==> src/sv/coo_to_csr_converter_top_assert.svh <==
// ----------------------------------------------------------------------------
// coo_to_csr_converter_top_assert.svh
// Assertion macros shared by the converter RTL.
// ----------------------------------------------------------------------------
`ifndef COO_TO_CSR_CONVERTER_TOP_ASSERT_SVH
`define COO_TO_CSR_CONVERTER_TOP_ASSERT_SVH

// expr must hold at every edge outside reset
`define C2C_ASSERT_ALWAYS(lbl, clk, rst_n, expr) \
    lbl: assert property (@(posedge clk) disable iff (!rst_n) (expr)) \
        else $error("c2c assertion failed");

// ante in one cycle implies cons in the next
`define C2C_ASSERT_NEXT(lbl, clk, rst_n, ante, cons) \
    lbl: assert property (@(posedge clk) disable iff (!rst_n) (ante) |=> (cons)) \
        else $error("c2c assertion failed");

`endif

==> src/sv/c2c_ram.sv <==
// ----------------------------------------------------------------------------
// c2c_ram
// Generic single write port, single read port RAM with registered read.
// ----------------------------------------------------------------------------
module c2c_ram #(
    parameter int WIDTH = 8,
    parameter int DEPTH = 16
) (
    input  logic                                   clk,
    input  logic                                   we,
    input  logic [(DEPTH > 1 ? $clog2(DEPTH) : 1)-1:0] waddr,
    input  logic [WIDTH-1:0]                       wdata,
    input  logic [(DEPTH > 1 ? $clog2(DEPTH) : 1)-1:0] raddr,
    output logic [WIDTH-1:0]                       rdata
);

    logic [WIDTH-1:0] mem [DEPTH];

    always_ff @(posedge clk)
    begin
        if (we)
        begin
            mem[waddr] <= wdata;
        end
        rdata <= mem[raddr];
    end

endmodule

==> config.mk <==
export PLATFORM = sky130hd
export DESIGN_NAME = c2c_ram
export DESIGN_NICKNAME = d
export VERILOG_FILES = /design/src/sv/coo_to_csr_converter_top_assert.svh /design/src/sv/c2c_ram.sv
export SDC_FILE = /design/constraint.sdc
export NUM_CORES = 1
export LEC_CHECK = 0
export BUFFER_PORTS_ARGS = -buffer_cell sky130_fd_sc_hd__buf_2
export CORE_AREA = 2 2 120 87
export DETAILED_ROUTE_END_ITERATION = 6
export DIE_AREA = 0 0 122 89
export HOLD_SLACK_MARGIN = 0.03
export PLACE_DENSITY = 0.73
export SYNTH_ARGS = -nofsm -noshare
export SYNTH_HDL_FRONTEND = slang
export SYNTH_SLANG_ARGS = --single-unit
==> constraint.sdc <==
create_clock -name clk -period 1.85 [get_ports clk]
set_input_delay 0.37 -clock clk [delete_from_list [all_inputs] [get_ports clk]]
set_output_delay 0.37 -clock clk [all_outputs]
set_load 0.1 [all_outputs]
==> results.cfg, run 1 <==
[grt]
use_met2_pct = 30.4
grt_max_degree = 33
antenna_found_initial = 0
grt.total_usage_pct = 21.1
busiest_layer = met1
grt_pass1_vias = 2520
overflow = 0
grt_util_met1_pct = 30.6
use_met3_pct = 6.31
grt_first_pass_wirelength_um = 15300

[clock_network]
cts_setup_buffers = 0
clkSlewWorstSetupHoldPaths_ns = 0.05
postCtsHoldBufs = 0
clk_latency_ns = 0.41
cts_made_buffers = 17
cts_resized = 0
cts_tree = done
htree_levels = 4
cts_buffer_depth = 2
clkSinkCount = 136
cts-root-buf = clkbuf_16

[yosys]
netlist_instances = 229
ys_ff_latch = 136
ys.warnings.count = 0
yosys.area_share.simple_pct = 3.18
synth_compound_area_share_pct = 2.33
synth_fp_nets = 247
synthXorXnorAreaFrac_pct = 0
ys_types = 19
synth_mux_area_share_pct = 15.0
yosys.area_share.adder_pct = 0
syn_avg_cell_area_um2 = 22.5
synth_top_family_by_area = multiplexers
seq_area_frac_synth_pct = 77.8
synthesis.area_um2 = 5150

[sta]
setup_tns_ns = 0
maxSlewHeadroom_pct = 67.2
report.final.slew_viol_count = 0
fmax_mhz = 625
rsz0062_at_grt = no
finalCritPeriodShare_pct = 86.5
finalSetupViolCount = 0
final_hold_viol_count = 0
worst_slew_pin_slew_ns = 0.495
fin_skew_ns = 0.00927
finalCriticalPeriod_ns = 1.60

[route]
routed_via_density = 5.68
post_drt_wl_per_cell_um = 23.5
finalWirelength_um = 9960
ant_nets = 0
route.detailed.drc = 0
vias = 2409
dr.pass1.iters = 4
initialDrtViolationCount = 304

[die]
initial_core_util_pct = 53.8
pin_count = 26
core-area_um2 = 9570
die_w_um = 122
dieArea_um2 = 10900
die_h_um = 89
num_rows = 30

[power]
ir_drop_mv = 0.816
swShare_pct = 21.2
p_leak_nw = 2.08
combPwrFrac_pct = 6.7
cellPowerDensity_nw_per_um2 = 1160
p_seq_share_pct = 49.3
pwr-share-clk_pct = 44.0
p_int_mw = 5.54
power.switching_mw = 1.50

[critical_path]
cp.arrival_ns = 1.23
start_kind = flop
cp.required_ns = 1.48
max_stage_delay_ns = 0.45
path_max_fanout = 1
cp_cell_sequence = buf_2
crit_type = reg2out
critPathCaptureType = primary output
cpLargestDelayFamily = buffers and inverters
worst-path-buf-inv = 1
slowest_stage = buf_2

[placed_design]
portBuffers = 25
gp_congestion = 0.762
dp_hpwl_um = 6240
place_area_um2 = 5550

[flow_run]
cap_violations = 0

[cells_and_area]
drive_gt1_share_pct = 31.1
design_area_um2 = 6090
final_nets = 302
fill_cells = 636
syn2layout_area_growth_pct = 18.3
antenna_cells = 0

[status]
status = complete, no violations

[hold_path]
hold_class = in2reg
==> area by class of cell <==
type | instances | area [um2] | share of cell area (%)
flip-flops and latches | 136 | 4000 | 65.7
well taps | 128 | 160 | 2.63
clock inverters | 11 | 108 | 1.77
multi-input cells | 83 | 1060 | 17.4
repair buffers | 46 | 320 | 5.26
clock buffers | 20 | 437 | 7.17
==> metal layers <==
metal | vias to the layer above | part of all wire (%) | routed length [um]
met1 | 1229 | 43 | 4290
met2 | 95 | 47 | 4700
met4 | 0 | 0.23 | 23
li1 | 1083 | - | -
met5 | - | 0 | 0
met3 | 2 | 9.4 | 940
==> cells in the final DEF, fill, tap and decap left out, drive strengths merged, types with 2 or more instances in the layout <==
cell type	count
a22oi	16
buf	46
bufinv	2
clkbuf	20
clkinv	7
clkinvlp	2
dfxtp	8
edfxtp	128
mux4	32
nand2	9
nand2b	2
nand3b	2
nor2	13
nor3	4
==> flip-flops by register name, indices dropped and copies added (netlist names) <==
name and cells:
mem 128, rdata 8
==> synth_stat cells <==
library cell       n  area share (%)
a22oi_1           16             2.3
and2_1             1            0.12
and2b_1            1            0.15
buf_2              3            0.29
buf_4              1            0.15
buf_6              3            0.66
clkdlybuf4s25_2    3            0.58
dfxtp_1            8             3.1
edfxtp_1         128              75
mux4_1            14             7.1
mux4_2            18             7.9
nand2_1            9            0.66
nand2b_1           2            0.24
nand3_1            1           0.097
nand3b_1           2            0.29
nor2_1            13            0.95
nor2b_1            1            0.12
nor3_1             4            0.39
or3b_2             1            0.17
==> power by group through the flow <==
stage / sequential [mW] / clock, mW / combinational [mW]
6_report: 3.47 / 3.09 / 0.471
5_1_grt: 3.47 / 3.30 / 0.501
4_1_cts: 3.47 / 3.16 / 0.476
3_5_place_dp: 3.53 / 0 / 0.473
3_3_place_gp: 3.53 / 0 / 0.464
2_1_floorplan: 3.67 / 0 / 0.175
==> final timing paths <==
path | from | end | slack, ns | depth (start not counted)
max | rdata[6] | rdata[6] | 0.25 | 1
min | wdata[7] | mem[9][7] | 0.34 | 1
max reg2reg | mem[1][0] | rdata[0] | 0.51 | 3
min reg2reg | mem[11][5] | rdata[5] | 0.68 | 3
==> metrics by stage <==
step / hold WS [ns] / std cells / util, % / total power [mW] / worst slack [ns]
2_1_floorplan: 0.469 / 229 / - / 3.85 / 0.214
3_3_place_gp: 0.654 / 393 / 57.9 / 3.99 / 0.0777
3_5_place_dp: 0.669 / 393 / 57.9 / 4.00 / 0.0727
4_1_cts: 0.331 / 424 / 63.6 / 7.10 / 0.237
5_1_grt: 0.340 / 424 / 63.6 / 7.27 / 0.228
6_report: 0.344 / 424 / 63.6 / 7.04 / 0.250
==> cells by family after synthesis <==
| logic type | after synthesis |
|---|---|
| flip-flops | 136 |
| AND/OR/NAND/NOR | 35 |
| multiplexers | 32 |
| AO/OA/AOI/OAI | 16 |
| buffers and inverters | 10 |
No activity file was read; power rests on OpenSTA's default activity.
==> run 2, diff against run 1 <==
Settings changed: ABC_AREA set to 1, CORE_AREA 2 2 120 87 to 2 2 126 91, DIE_AREA 0 0 122 89 to 0 0 128 93, PLACE_DENSITY 0.73 to 0.74.
==> run 2 against run 1 <==
Net effect:
- synthesized cell count is 140% higher
- sequential share of layout area is 6.0 points lower
- first-iteration DRC count is 66% higher
- clock power is 12% higher
- sequential power hardly changed
- utilization is 1.1 points lower
- global-route usage is 2.0 points higher
- largest cell class unchanged
- highest routed layer unchanged
==> results.cfg, run 2 <==
[status]
status = complete, no violations

[placed_design]
gp_congestion = 0.801
place_area_um2 = 6100
portBuffers = 25
dp_hpwl_um = 7800

[yosys]
netlist_instances = 551
synth_most_common_cell = nand2_1
yosys.area_share.adder_pct = 0
netlist_top_cells_count = 173 x nand2_1, 128 x edfxtp_1, 100 x inv_1
synthXorXnorAreaFrac_pct = 0
syn_avg_cell_area_um2 = 10.5
ys_top_cells_by_area = edfxtp_1 67%, nand2_1 11%, nand3_1 8.4%
synth_fp_nets = 569
synth_mux_area_share_pct = 0
yosys.area_share.simple_pct = 21.0
synthFlopType = edfxtp_1
yosys.area.top_type = edfxtp_1
ys_types = 12
async_reset_ff_share_pct = 0
seq_area_frac_synth_pct = 69.4
ys_ff_latch = 136
synth_top_area_share_pct = 66.7
ys.warnings.count = 0
synth-edff-count = 128
synth_top_family_by_area = simple AND/OR/NAND/NOR gates
synth_compound_area_share_pct = 0
synthesis.area_um2 = 5770

[die]
pin_count = 26
initial_core_util_pct = 53.7
die_h_um = 93
num_rows = 32
core-area_um2 = 10700
die_w_um = 128
dieArea_um2 = 11900

[power]
cellPowerDensity_nw_per_um2 = 1110
ir_drop_mv = 0.685
p_leak_nw = 2.94

[sta]
finalCriticalPeriod_ns = 1.60
worst_slew_pin_slew_ns = 0.500
report.final.slew_viol_count = 0
finalSetupViolCount = 0
fmax_mhz = 623
final_hold_viol_count = 0
maxSlewHeadroom_pct = 66.9
fin_skew_ns = 0.00953
rsz0062_at_grt = no
finalCritPeriodShare_pct = 86.7
setup_tns_ns = 0

[route]
finalWirelength_um = 12600
route.detailed.drc = 0
initialDrtViolationCount = 505
routed_via_density = 5.23
dr.pass1.iters = 5
vias = 3880
ant_nets = 0
post_drt_wl_per_cell_um = 16.9

[hold_path]
hold_class = in2reg

[critical_path]
worst-path-buf-inv = 1
critical_path.reg2reg.startpoint = mem[9][1]
reg2regPathDepth = 6
r2r_slack_ns = 0.85
cp.depth = 1
start_kind = flop
r2r_end = rdata[1]
crit_end = rdata[0]
cp.arrival_ns = 1.23
max_stage_delay_ns = 0.45
cp-startpoint = rdata[0]
cp.required_ns = 1.48
slowest_stage = buf_2
cp_cell_sequence = buf_2
critPathCaptureType = primary output
path_max_fanout = 1
cpLargestDelayFamily = buffers and inverters
crit_type = reg2out

[clock_network]
cts_tree = done
clkSlewWorstSetupHoldPaths_ns = 0.06
cts_resized = 0
clk_latency_ns = 0.42
postCtsHoldBufs = 0
cts_made_buffers = 17
clkSinkCount = 136
htree_levels = 4
cts_setup_buffers = 0
cts_buffer_depth = 2
cts-root-buf = clkbuf_16

[grt]
overflow = 0
antenna_found_initial = 0
grt_max_degree = 65
grt.total_usage_pct = 23.1
grt_first_pass_wirelength_um = 19900
grt_pass1_vias = 3700

[cells_and_area]
fill_cells = 858
largest_reg_flops = 128
design_area_um2 = 6710
final_common_cell = nand2_1
largest-register = mem
syn2layout_area_growth_pct = 16.3
final_nets = 611
reg.largest.list = mem (128), rdata (8)
antenna_cells = 0
drive_gt1_share_pct = 12.9
final_cell_mix = 173 x nand2_1, 128 x edfxtp_1, 100 x inv_1

[flow_run]
cap_violations = 0
==> run 2: cell types whose count changed after synthesis, sizes merged, moves of 2 or more <==
cell / change
nand2: +164
inv: +102
nand3: +96
mux4: -32
buf: +17
a22oi: -16
nor2: +4
nor3: -4
clkdlybuf4s25: -3
nand2b: -2
==> run 2: cell type report <==
type	instances	area, um2	share of cell area, %
clock buffers	24	492	7.33
well taps	136	170	2.54
inverters	102	383	5.71
flip-flops and latches	136	4000	59.7
repair buffers	47	328	4.89
multi-input cells	289	1210	18.1
clock inverters	8	118	1.75
==> run 2: cells by family after synthesis <==
kind of cell	Yosys count
buf+inv	126
simple gates	289
flops	136
==> run 2: routing by layer <==
layer	global-route usage, %	share of wire, %	vias up
li1	-	-	1858
met1	33.8	45	1849
met2	33.9	45	154
met3	6.24	8.1	19
met4	7.42	1.4	0
met5	0	0	-
==> run 2: power breakdown <==
part	switching, mW	internal (mW)
logic	0.427	0.130
clock network	1.20	2.25
registers	0.0241	3.45
total	1.65	5.83
==> run 2: how the worst min path moves through the flow <==
stage,from,end,slack (ns),cells past startpoint
2_1_floorplan,wdata[0],mem[0][0],0.47,0
3_3_place_gp,mem[14][4],rdata[4],0.65,6
3_5_place_dp,mem[14][4],rdata[4],0.66,6
4_1_cts,raddr[3],rdata[0],0.31,3
5_1_grt,raddr[3],rdata[3],0.34,3
6_report,raddr[3],rdata[3],0.32,3
==> run 2: per-stage QoR <==
stage	hold slack, ns	setup slack, ns	cells	power (mW)	util [%]
4_1_cts	0.315	0.223	742	7.50	62.5
3_5_place_dp	0.663	0.416	710	4.09	56.8
3_3_place_gp	0.645	0.418	710	4.07	56.8
2_1_floorplan	0.469	0.529	551	3.91	-
5_1_grt	0.338	0.217	742	7.69	62.5
6_report	0.324	0.246	742	7.48	62.5
==> run 3, diff against run 2 <==
Settings changed: RECOVER_POWER set to 25.
==> run 3 against run 2 <==
Net effect:
- utilization fell by 0.070 points
- non-clock buffer count did not move
- sequential share of layout area rose by 0.067 points
- cell count did not move
- sequential power barely moved
- count of clock-buffer cells in the layout did not move
- routed wire length barely moved
- critical path type unchanged
- largest cell class unchanged
- largest power group unchanged
==> results.cfg, run 3 (synthesized netlist as in run 2, its figures left out) <==
[sta]
finalCritPeriodShare_pct = 86.7
final_hold_viol_count = 0
maxSlewHeadroom_pct = 48.5
setup_slack_ns = 0.247
finalCriticalPeriod_ns = 1.60
holdWs_ns = 0.324
rsz0062_at_grt = no
fin_skew_ns = 0.00940
report.final.slew_viol_count = 0
finalSetupViolCount = 0
worst_slew_pin_slew_ns = 0.772
fmax_mhz = 624
setup_tns_ns = 0

[clock_network]
clk_latency_ns = 0.42
cts_resized = 0
clkSinkCount = 136
cts_made_buffers = 17
cts_setup_buffers = 0
clkSlewWorstSetupHoldPaths_ns = 0.06
postCtsHoldBufs = 0
cts_tree = done
cts-root-buf = clkbuf_16
htree_levels = 4
cts_buffer_depth = 2

[status]
status = complete, no violations

[route]
post_drt_wl_per_cell_um = 16.9
initialDrtViolationCount = 510
finalWirelength_um = 12600
vias = 3870
routed_via_density = 5.22
ant_nets = 0
dr.pass1.iters = 5
route.detailed.drc = 0

[grt]
grt_pass1_vias = 3700
grt_first_pass_wirelength_um = 19900
antenna_found_initial = 0
grt_max_degree = 65
grt.total_usage_pct = 23.1
overflow = 0

[cells_and_area]
design_area_um2 = 6700
syn2layout_area_growth_pct = 16.2
reg.largest.list = mem (128), rdata (8)
largest_reg_flops = 128
largest-register = mem
final_cell_mix = 173 x nand2_1, 128 x edfxtp_1, 100 x inv_1
final_nets = 611
final_common_cell = nand2_1
drive_gt1_share_pct = 11.9
final_util_pct = 62.4
antenna_cells = 0

[critical_path]
path_max_fanout = 1
worst-path-buf-inv = 1
critPathCaptureType = primary output
cpLargestDelayFamily = buffers and inverters
cp.arrival_ns = 1.23
max_stage_delay_ns = 0.45
cp_cell_sequence = buf_2
slowest_stage = buf_2
crit_type = reg2out
start_kind = flop
cp.required_ns = 1.48

[power]
cellPowerDensity_nw_per_um2 = 1120
p_leak_nw = 2.93
ir_drop_mv = 0.687

[placed_design]
dp_hpwl_um = 7800
portBuffers = 25
pre_cts_ws_ns = 0.416
place_area_um2 = 6100
gp_congestion = 0.801

[die]
dieArea_um2 = 11900
core-area_um2 = 10700
die_w_um = 128
die_h_um = 93
initial_core_util_pct = 53.7
num_rows = 32
pin_count = 26

[flow_run]
cap_violations = 0

[hold_path]
hold_class = in2reg
## run 3: layout make-up
cell class / instances / area (um2)
sequential: 136 / 4000
tap: 136 / 170
fill: 858 / 4030
timing repair buffer: 47 / 320
clock buffer: 24 / 492
clock inverter: 8 / 118
multi-input combinational: 289 / 1210
inverter: 102 / 383
## run 3: worst paths after layout
kind	start	to	slack, ns	cells after the start
min reg2reg	mem[14][4]	rdata[4]	0.68	6
min	raddr[3]	rdata[3]	0.32	3
max reg2reg	mem[9][1]	rdata[1]	0.85	6
max	rdata[0]	rdata[0]	0.25	1
## run 3: worst min-delay path: stages
cell and delay (ns):
buf_2 0.17, nand3_1 0.10, nand2_1 0.05
## run 3: through the flow
step | power, mW | instances
detailed placement | 4.09 | 710
global placement | 4.07 | 710
CTS | 7.50 | 742
finish | 7.48 | 742
floorplan | 3.91 | 551
global route | 7.69 | 742
## run 3: power by group
group          leakage (nW)  internal (mW)  switching [mW]
combinational          1.40          0.128           0.427
sequential             1.22           3.45          0.0242
clock                 0.300           2.25            1.20
## run 3: metal layers
metal | GRT usage (%) | up-vias | part of all wire [%]
li1 | - | 1859 | -
met5 | 0 | - | 0
met3 | 6.24 | 16 | 8.5
met1 | 33.8 | 1836 | 45
met2 | 33.9 | 159 | 45
met4 | 7.42 | 0 | 1.4
